**src/rtl/core/tric_pkg.sv**
```systemverilog
// Shared constants, types and the word population count for the triangle counter.
package tric_pkg;

    localparam int WORD_W        = 32;
    localparam int LOG_W         = 5;
    localparam int ACC_W         = 32;
    localparam int TOTAL_W       = 19;
    localparam int DEF_MAX_NODES = 128;

    localparam logic [TOTAL_W-1:0] TOTAL_MAX = '1;

    localparam logic OP_WRITE = 1'b0;
    localparam logic OP_COUNT = 1'b1;

    typedef struct packed {
        logic clear;
        logic valid;
    } t_acc_ctrl;

    function automatic logic [LOG_W:0] popcount(input logic [WORD_W-1:0] v);
        logic [LOG_W:0] s [WORD_W];
        for (int b = 0; b < WORD_W; b++) begin
            s[b] = {{LOG_W{1'b0}}, v[b]};
        end
        for (int l = 0; l < LOG_W; l++) begin
            for (int p = 0; p < (WORD_W >> (l + 1)); p++) begin
                s[p] = s[2 * p] + s[2 * p + 1];
            end
        end
        return s[0];
    endfunction

endpackage

```
**src/rtl/core/tric_accum.sv**
```systemverilog
// Masked row intersection and population count accumulator of the triangle counter.
module tric_accum (
    input  logic                              i_clk,
    input  logic                              i_rst_n,
    input  tric_pkg::t_acc_ctrl               i_ctrl,
    input  logic [tric_pkg::WORD_W-1:0]       i_data,
    input  logic [tric_pkg::WORD_W-1:0]       i_row,
    input  logic [tric_pkg::WORD_W-1:0]       i_mask,
    output logic [tric_pkg::ACC_W-1:0]        o_total,
    output logic                              o_pending
);

    logic                          r_valid;
    logic [tric_pkg::WORD_W-1:0]   r_and;
    logic [tric_pkg::ACC_W-1:0]    r_acc;

    always_ff @(posedge i_clk) begin
        r_and <= i_data & i_row & i_mask;
    end

    always_ff @(posedge i_clk) begin
        if (!i_rst_n) begin
            r_valid <= 1'b0;
            r_acc   <= '0;
        end else begin
            r_valid <= i_ctrl.valid;
            if (i_ctrl.clear) begin
                r_acc <= '0;
            end else if (r_valid) begin
                r_acc <= r_acc + tric_pkg::ACC_W'(tric_pkg::popcount(r_and));
            end
        end
    end

    assign o_total   = r_acc;
    assign o_pending = r_valid;

endmodule

```
**config.mk**
```make
export PLATFORM = sky130hd
export DESIGN_NAME = tric_accum
export DESIGN_NICKNAME = d
export VERILOG_FILES = /design/src/rtl/core/tric_pkg.sv /design/src/rtl/core/tric_accum.sv
export SDC_FILE = /design/constraint.sdc
export NUM_CORES = 1
export LEC_CHECK = 0
export ABC_CLOCK_PERIOD_IN_PS = 10670
export BUFFER_PORTS_ARGS = -buffer_cell sky130_fd_sc_hd__clkbuf_2
export CAP_MARGIN = 0
export CORE_MARGIN = 10
export CORE_UTILIZATION = 45
export DETAILED_ROUTE_END_ITERATION = 10
export GPL_TIMING_DRIVEN = 0
export MAX_ROUTING_LAYER = met4
export PLACE_DENSITY = 0.75
export SYNTH_ARGS = -nofsm -noshare
export SYNTH_HDL_FRONTEND = slang
export SYNTH_SLANG_ARGS = --single-unit
```
**constraint.sdc**
```tcl
create_clock -name i_clk -period 10.67 [get_ports i_clk]
set_input_delay 0.5335 -clock i_clk [delete_from_list [all_inputs] [get_ports i_clk]]
set_output_delay 0.5335 -clock i_clk [all_outputs]
set_load 0.01 [all_outputs]
```
# ---- Word-level counts from Yosys, hierarchy flattened
# Index checks and enable logic that the tools add are counted.
dict set report word_totals {
  reg_bits 65
  mem_bits_ro 0
  memories 0
  inputBits 100
  mem_bits_rw 0
  out_inout_bits 33
  latch_bits 0
}
dict set report classes {
  n_mux 0
  addsub 32
  div_mod_pow 0
  bitwise_logic 3
  n_mul 0
  n_eq_ne 0
  reduce_logical 1
  n_shift 0
  magnitude_cmp 0
}
# op count
set op_table {}
lappend op_table {{AND 32 bit} 2}
lappend op_table {{adder 1 x 1 -> 2 bit} 16}
lappend op_table {{adder 32 x 6 -> 32 bit} 1}
lappend op_table {{adder 2 x 2 -> 3 bit} 8}
lappend op_table {{adder 3 x 3 -> 4 bit} 4}
lappend op_table {{adder 4 x 4 -> 5 bit} 2}
lappend op_table {{adder 5 x 5 -> 6 bit} 1}
lappend op_table {{OR reduction 2 bit} 1}
lappend op_table {{inverter 1 bit} 1}

# ---- Depth between registers and ports, before layout
# Gate-level depths: netlist (run 1).
dict set report logic_depth {
  ltp_word 6
  depth_mapped 17
  ltp_nobuf 16
}

# ---- Worst setup path after synthesis (run 1)
# OpenSTA, ideal clock, no wires.
dict set report synth_timing {
  path_kind {register to register}
  start {register r_acc, in the netlist o_total[0]}
  end {register r_acc, in the netlist o_total[16]}
  setup_ns 0.128
  n_path_buf 1
  path_stages_with_launch 17
  arrival_time_ns 4.894
  slack_ns 5.649
  synth_period_minus_slack_ns 5.021
  path_cell_list {dfxtp_1 > fa_1 > inv_1 > fa_1 > fa_1 > fa_1 > fa_1 > fa_1 > fa_1 > inv_1 > fa_1 > a211oi_1 > o211ai_1 > clkbuf_1 > nand4_1 > xor2_1 > nor2_1}
}
dict set report synth_between {
  elab_chain_cells 1
}
# item line_no
set synth_lines {}
lappend synth_lines {{from (decl)} tric_accum.sv:15} ;# logic [tric_pkg::ACC_W-1:0] r_acc;
lappend synth_lines {{from (signal assigned)} tric_accum.sv:30} ;# r_acc <= r_acc + tric_pkg::ACC_W'(tric_pkg::popcount(r_and));
lappend synth_lines {{adder 32 x 6 -> 32 bit} tric_accum.sv:30}
# No other way between the ends.
# A chain may end at the register's enable or synchronous reset.

# ---- Final worst setup path (run 1)
dict set report layout_timing {
  start {register r_acc, in the netlist o_total[0]}
  end {register r_acc, in the netlist o_total[28]}
}
# Same word-level chain as after synthesis.

==> metrics, run 1 <==
status finished, final reports clean; Iteration-0 DRC Markers between 70 and 80; Routed WL per cell 13.9 um; # clock sinks 65; synth unique cells 38; RePlAce Congestion 0.850; fin crit share 51.9%; setup TNS 0 ns; vias in the first global route 3132; first-pass GRT wire length 13600 um; post-synthesis cell count ~350; CP Max Fanout 10; Final HPWL DP 6990 um; Final ANT Viol Nets 0; WHS 0.400 ns; Post-synth EDFFs 0; worst hold start i_ctrl[0]; RSZ-0062 raised after global routing false; synthesized area per cell ~10 um^2; layout overhead on the synthesized area 29.0%; Residual DRC 0; DRT Pass-1 Iters 4; Cell Pwr Density roughly 150 nW/um^2; grt ovf 0; CP Data Arrival Time 5.76 ns; hold-fix buffers at CTS 0; slowest stage delay, CP 0.57 ns; cell mode on critical path fa_1; Leak 2.17 nW; post-CTS setup buffers 0; Post-DP Area 4160 um^2; Peak Freq about 0.18 GHz; register area share after synthesis about two fifths; count of input and output buffers 132; CTS tree yes; R2R setup slack slightly above 5 ns; WS Path Type reg2reg; worst slew pin tran 0.602 ns; Layout Nets 629; worst hold path type in2reg; startpoint types flop; CP required 10.89 ns; Die Ht 107 um; Root Buffer clkbuf_8; maximum number of pins on one net before global-route repair 13; Total Wirelength 8250 um; peak supply drop 0.0759 mV; die area ~11000 um^2; Synth async-reset ratio 0%; Vias 2896; final setup fails 0; Worst R2R Start o_total[0]; max_slew headroom 58.9%; GRT Overall Usage 15.1%; Ports 133; crit end category flop; CP max stage cell fa_1; cell area after synthesis 3380 um^2; Post-CTS Resized 0; DR vias/cell between 4 and 5; cts bufs inserted 9; Clock transition at path regs about 0.08 ns; Hold Vio Cnt, Final 0; Synth Warn # 0; fraction of layout cells with a size suffix above 1 31.8%; Site Rows 31; Core Region 7290 um^2; Slew Limit Fails 0; worst clock skew 0.00937 ns; Final Cell Area 4360 um^2; dominant synthesized flop cell dfxtp_1; fin crit period 5.54 ns; Max Root-Sink Buffers 2; die width 107 um; critical path startpoint o_total[0]; initial core utilization 46.3%; Mapped Nets 486; antenna cells 0; maxcap violations 0; CP Cell Sequence fa_1, inv_1, fa_1, fa_1, fa_1, fa_1, fa_1, fa_1, inv_1, fa_1, a211oi_1, o211ai_1, clkbuf_1, nand4_1, xnor2_1, nor2_1; register bit total from synthesis 65; CTS H-tree depth 3; worst skew pair latency between 0.3 and 0.4 ns; initial antenna violation count 0
## per-stage QoR
stage               instances  total power [mW]  setup slack, ns  utilization (%)
floorplan                 345             0.384             5.65                -
global placement          576             0.434             5.16             57.1
detailed placement        576             0.442             5.16             57.1
CTS                       592             0.646             5.13             59.8
global route              592             0.684             4.87             59.8
finish                    592             0.638             5.13             59.8
## logic make-up after synthesis
kind of cell,count (synthesis),synth area share [%]
adders and majority gates,41,21.0
DFF,65,38.5
xor gates and xnor gates,24,6.22
and+or+nand+nor,123,20.3
buffers and inverters,54,6.04
muxes,3,0.889
AOI/OAI and AO/OA,35,7.07
## synthesized netlist by cell type, drive strengths merged (3+ instances only)
cell type | number | area (um^2)
dfxtp | 65 | 1300
inv | 45 | 169
and3 | 37 | 233
fa | 26 | 521
nor2 | 26 | 97.6
ha | 15 | 188
nand4 | 15 | 100
nand2 | 14 | 52.6
xor2 | 13 | 114
xnor2 | 11 | 96.3
a21oi | 9 | 45.0
clkbuf | 8 | 30.0
nand3 | 7 | 35.0
o21ai | 7 | 35.0
a211oi | 5 | 37.5
nand2b | 5 | 31.3
a2111oi | 4 | 47.6
and2 | 4 | 25.0
a21o | 3 | 22.5
and4 | 3 | 27.5
mux2i | 3 | 30.0
o211ai | 3 | 22.5
or3 | 3 | 18.8
## path summary, 6_finish.rpt
path         cells past startpoint          end
min                              2    o_pending
max                             16  o_total[28]
min reg2reg                      2  o_total[17]
max reg2reg                     16  o_total[28]
## critical path: cells and delay by family, from the launching register on
family / cells / cell delay (ns)
flops: 1 / 0.36
buf+inv: 3 / 0.55
fa+ha+maj: 8 / 3.65
simple gates: 2 / 0.24
xor+xnor: 1 / 0.18
compound gates: 2 / 0.44
## report_power, final
part           internal, mW  total (mW)  switching, mW
Clock                 0.107       0.204         0.0971
Combinational        0.0838       0.180         0.0963
Sequential            0.249       0.253        0.00363
## cell type report
class / instances / area, um^2
multi-input combinational: 226 / 1870
timing repair buffer: 132 / 661
sequential: 65 / 1300
tap: 99 / 124
inverter: 45 / 169
clock inverter: 7 / 71.3
fill: 682 / 2930
buffer: 9 / 35.0
clock buffer: 9 / 124
## flip-flops by register name (all words and copies together), names as in the netlist
signal     count
o_total       32
o_pending      1
r_and         32
## cells in the final DEF, fill, tap and decap left out, types with 2 or more instances in the layout
cell,count
and4_1,2
nor3_1,2
ha_1,15
inv_1,45
nor2_1,26
nand3_1,7
o211ai_1,3
or3_1,3
nand4_1,14
a2111oi_2,2
clkbuf_2,132
fa_1,26
clkinvlp_4,3
nand2_1,14
or4_1,2
o22ai_1,2
a2111oi_0,2
a21o_1,3
xor2_1,13
and3_1,36
clkinv_2,2
nand2b_1,5
o21ai_0,7
a21oi_1,9
clkbuf_1,8
mux2i_1,3
xnor2_1,11
clkbuf_8,9
a211oi_1,5
and2_1,4
dfxtp_1,65
## layer usage
layer  share of wire, %  global-route usage [%]  vias to the layer above
met1                 43                    16.6                     1317
met2                 50                    25.3                      118
met5                  0                       -                        -
met3                5.5                    4.73                       11
met4                1.5                    5.32                        0
li1                   -                       -                     1450
No activity file was read; power rests on OpenSTA's default activity.
==> run 2: changes to the inputs <==
--- a/config.mk
+++ b/config.mk
@@ -5,7 +5,7 @@
 export SDC_FILE = /design/constraint.sdc
 export NUM_CORES = 1
 export LEC_CHECK = 0
-export ABC_CLOCK_PERIOD_IN_PS = 10670
+export ABC_CLOCK_PERIOD_IN_PS = 5200
 export BUFFER_PORTS_ARGS = -buffer_cell sky130_fd_sc_hd__clkbuf_2
 export CAP_MARGIN = 0
 export CORE_MARGIN = 10
==> constraint.sdc (replaced) <==
create_clock -name i_clk -period 5.2 [get_ports i_clk]
set_input_delay 0.26 -clock i_clk [delete_from_list [all_inputs] [get_ports i_clk]]
set_output_delay 0.26 -clock i_clk [all_outputs]
set_load 0.01 [all_outputs]
==> run 2 against run 1 <==
- combinational power up 120%
- critical path depth up 1
- maximum frequency up 8.2%
- routed wire length up 1.6%
- largest cell class unchanged
==> metrics, run 2 (same netlist as run 1, synthesis figures left out) <==
Site Rows 31 (unchanged); worst hold path type in2reg; maximum number of pins on one net before global-route repair 13 (unchanged); Final HPWL DP 6990 um (unchanged); Iteration-0 DRC Markers 80 (+3.9%); worst clock skew 0.00887 ns (-0.000494 ns); CP max stage cell fa_1; peak supply drop 0.162 mV (+110%); count of input and output buffers 132 (unchanged); crit end category flop; die area 11400 um^2 (unchanged); Residual DRC 0 (unchanged); CP required 5.42 ns (-5.47 ns); maxcap violations 0 (unchanged); max_slew headroom 46.6% (-12 points); Routed WL per cell 14.1 um (+0.92%); Place WS -0.309 ns (-5.47 ns); Root Buffer clkbuf_8; DRT Pass-1 Iters 4 (unchanged); most common cell after layout, fill and taps aside clkbuf_2; layout overhead on the synthesized area 31.9%; Hold Vio Cnt, Final 0 (unchanged); fin crit share 98.5% (+47 points); grt ovf 0 (unchanged); antenna cells 0 (unchanged); RSZ-0062 raised after global routing true; Final Worst Setup Slack 0.0784 ns (-5.05 ns); startpoint types flop; cts bufs inserted 9 (unchanged); vias in the first global route 3170 (+1.2%); Final ANT Viol Nets 0 (unchanged); status finished, final reports clean; Vias 2941 (+1.6%); CTS tree yes; GRT Overall Usage 15.3% (+0.17 points); DR vias/cell 4.93 (+0.87%); top cell family by delay on the critical path adder cells; worst skew pair latency 0.34 ns (about the same); RePlAce Congestion 0.850 (unchanged); grt met2 use 25.9% (+0.61 points); cell mode on critical path fa_1; fraction of layout cells with a size suffix above 1 35.2% (+3.4 points); Layout Nets 633 (+0.64%); global route hottest layer met2; CP Data Arrival Time 5.34 ns (-0.42 ns); grt met3 use 4.55% (-0.18 points); initial antenna violation count 0 (unchanged); Cell Pwr Density 298 nW/um^2 (+100%); CP Max Fanout 3 (-7); CTS H-tree depth 3 (unchanged); WS Path Type reg2reg; # clock sinks 65 (unchanged); Core Region 7290 um^2 (unchanged); GR met1 Demand/Resource 16.8% (+0.22 points); Total Wirelength 8380 um (+1.6%); initial core utilization 46.3% (unchanged); most frequent cells in the layout 132 x clkbuf_2, 64 x dfxtp_1, 43 x inv_1, 36 x and3_1, 26 x nor2_1; hold-fix buffers at CTS 0 (unchanged); Peak Freq 0.195 GHz (+8.2%); Leak 2.19 nW (+0.82%); Max Root-Sink Buffers 2 (unchanged); final setup fails 0 (unchanged); first-pass GRT wire length 13700 um (+1.2%); Buffers & Inverters on Critical Path 4 (+1); Die Ht 107 um (unchanged); Ports 133 (unchanged); die width 107 um (unchanged); WHS 0.124 ns (-0.277 ns); slowest stage delay, CP 0.57 ns (about the same); Slew Limit Fails 0 (unchanged); Clock transition at path regs 0.07 ns (about the same); fin crit period 5.12 ns (-0.419 ns); CP Cell Sequence fa_1, inv_2, fa_1, fa_1, fa_1, fa_1, fa_1, fa_2, inv_2, fa_2, a211oi_2, o211ai_1, buf_4, buf_4, nand4b_1, xor2_1, nor2_1; worst slew pin tran 0.797 ns (+0.195 ns)
[run 2: what timing repair did]
item                       CTS  global route
setup endpoints to repair   13            22
gates cloned                 1             0
resized for setup            6            17
pin swaps                    3             9
buffers inserted             1             2
[run 2: path summary, 6_finish.rpt]
path | end | slack [ns] | cells after the start | start
max reg2reg | o_total[20] | 0.08 | 17 | o_total[0]
min | o_pending | 0.12 | 2 | i_ctrl[0]
max | o_total[20] | 0.08 | 17 | o_total[0]
min reg2reg | o_total[17] | 0.50 | 2 | o_total[17]
[run 2: layout make-up]
| class | instances | area [um^2] |
|---|---|---|
| Fill cell | 677 | 2840 |
| Multi-Input combinational cell | 226 | 1930 |
| Sequential cell | 65 | 1310 |
| Timing Repair Buffer | 136 | 694 |
| Inverter | 45 | 169 |
| Clock buffer | 9 | 124 |
| Tap cell | 99 | 124 |
| Clock inverter | 7 | 71.3 |
| Buffer | 9 | 38.8 |
[run 2: stage by stage]
stage	power, mW	util [%]	instance area [um^2]	TNS (ns)	instances
6_report	1.33	61.1	4450	0	596
5_1_grt	1.43	61.1	4450	-1.36	596
4_1_cts	1.34	60.1	4380	0	594
3_5_place_dp	0.906	57.1	4160	-2.86	576
3_3_place_gp	0.890	57.1	4160	-2.81	576
2_1_floorplan	0.787	-	3380	0	345
[run 2: layer usage]
metal / wire length (um) / vias up
met2: 4240 / 112
met4: 179 / 0
met5: 0 / -
met3: 441 / 16
li1: - / 1455
met1: 3520 / 1358
[run 2: where the power goes]
group          switching (mW)  internal, mW
registers             0.00738         0.512
logic                   0.204         0.185
clock network           0.199         0.220
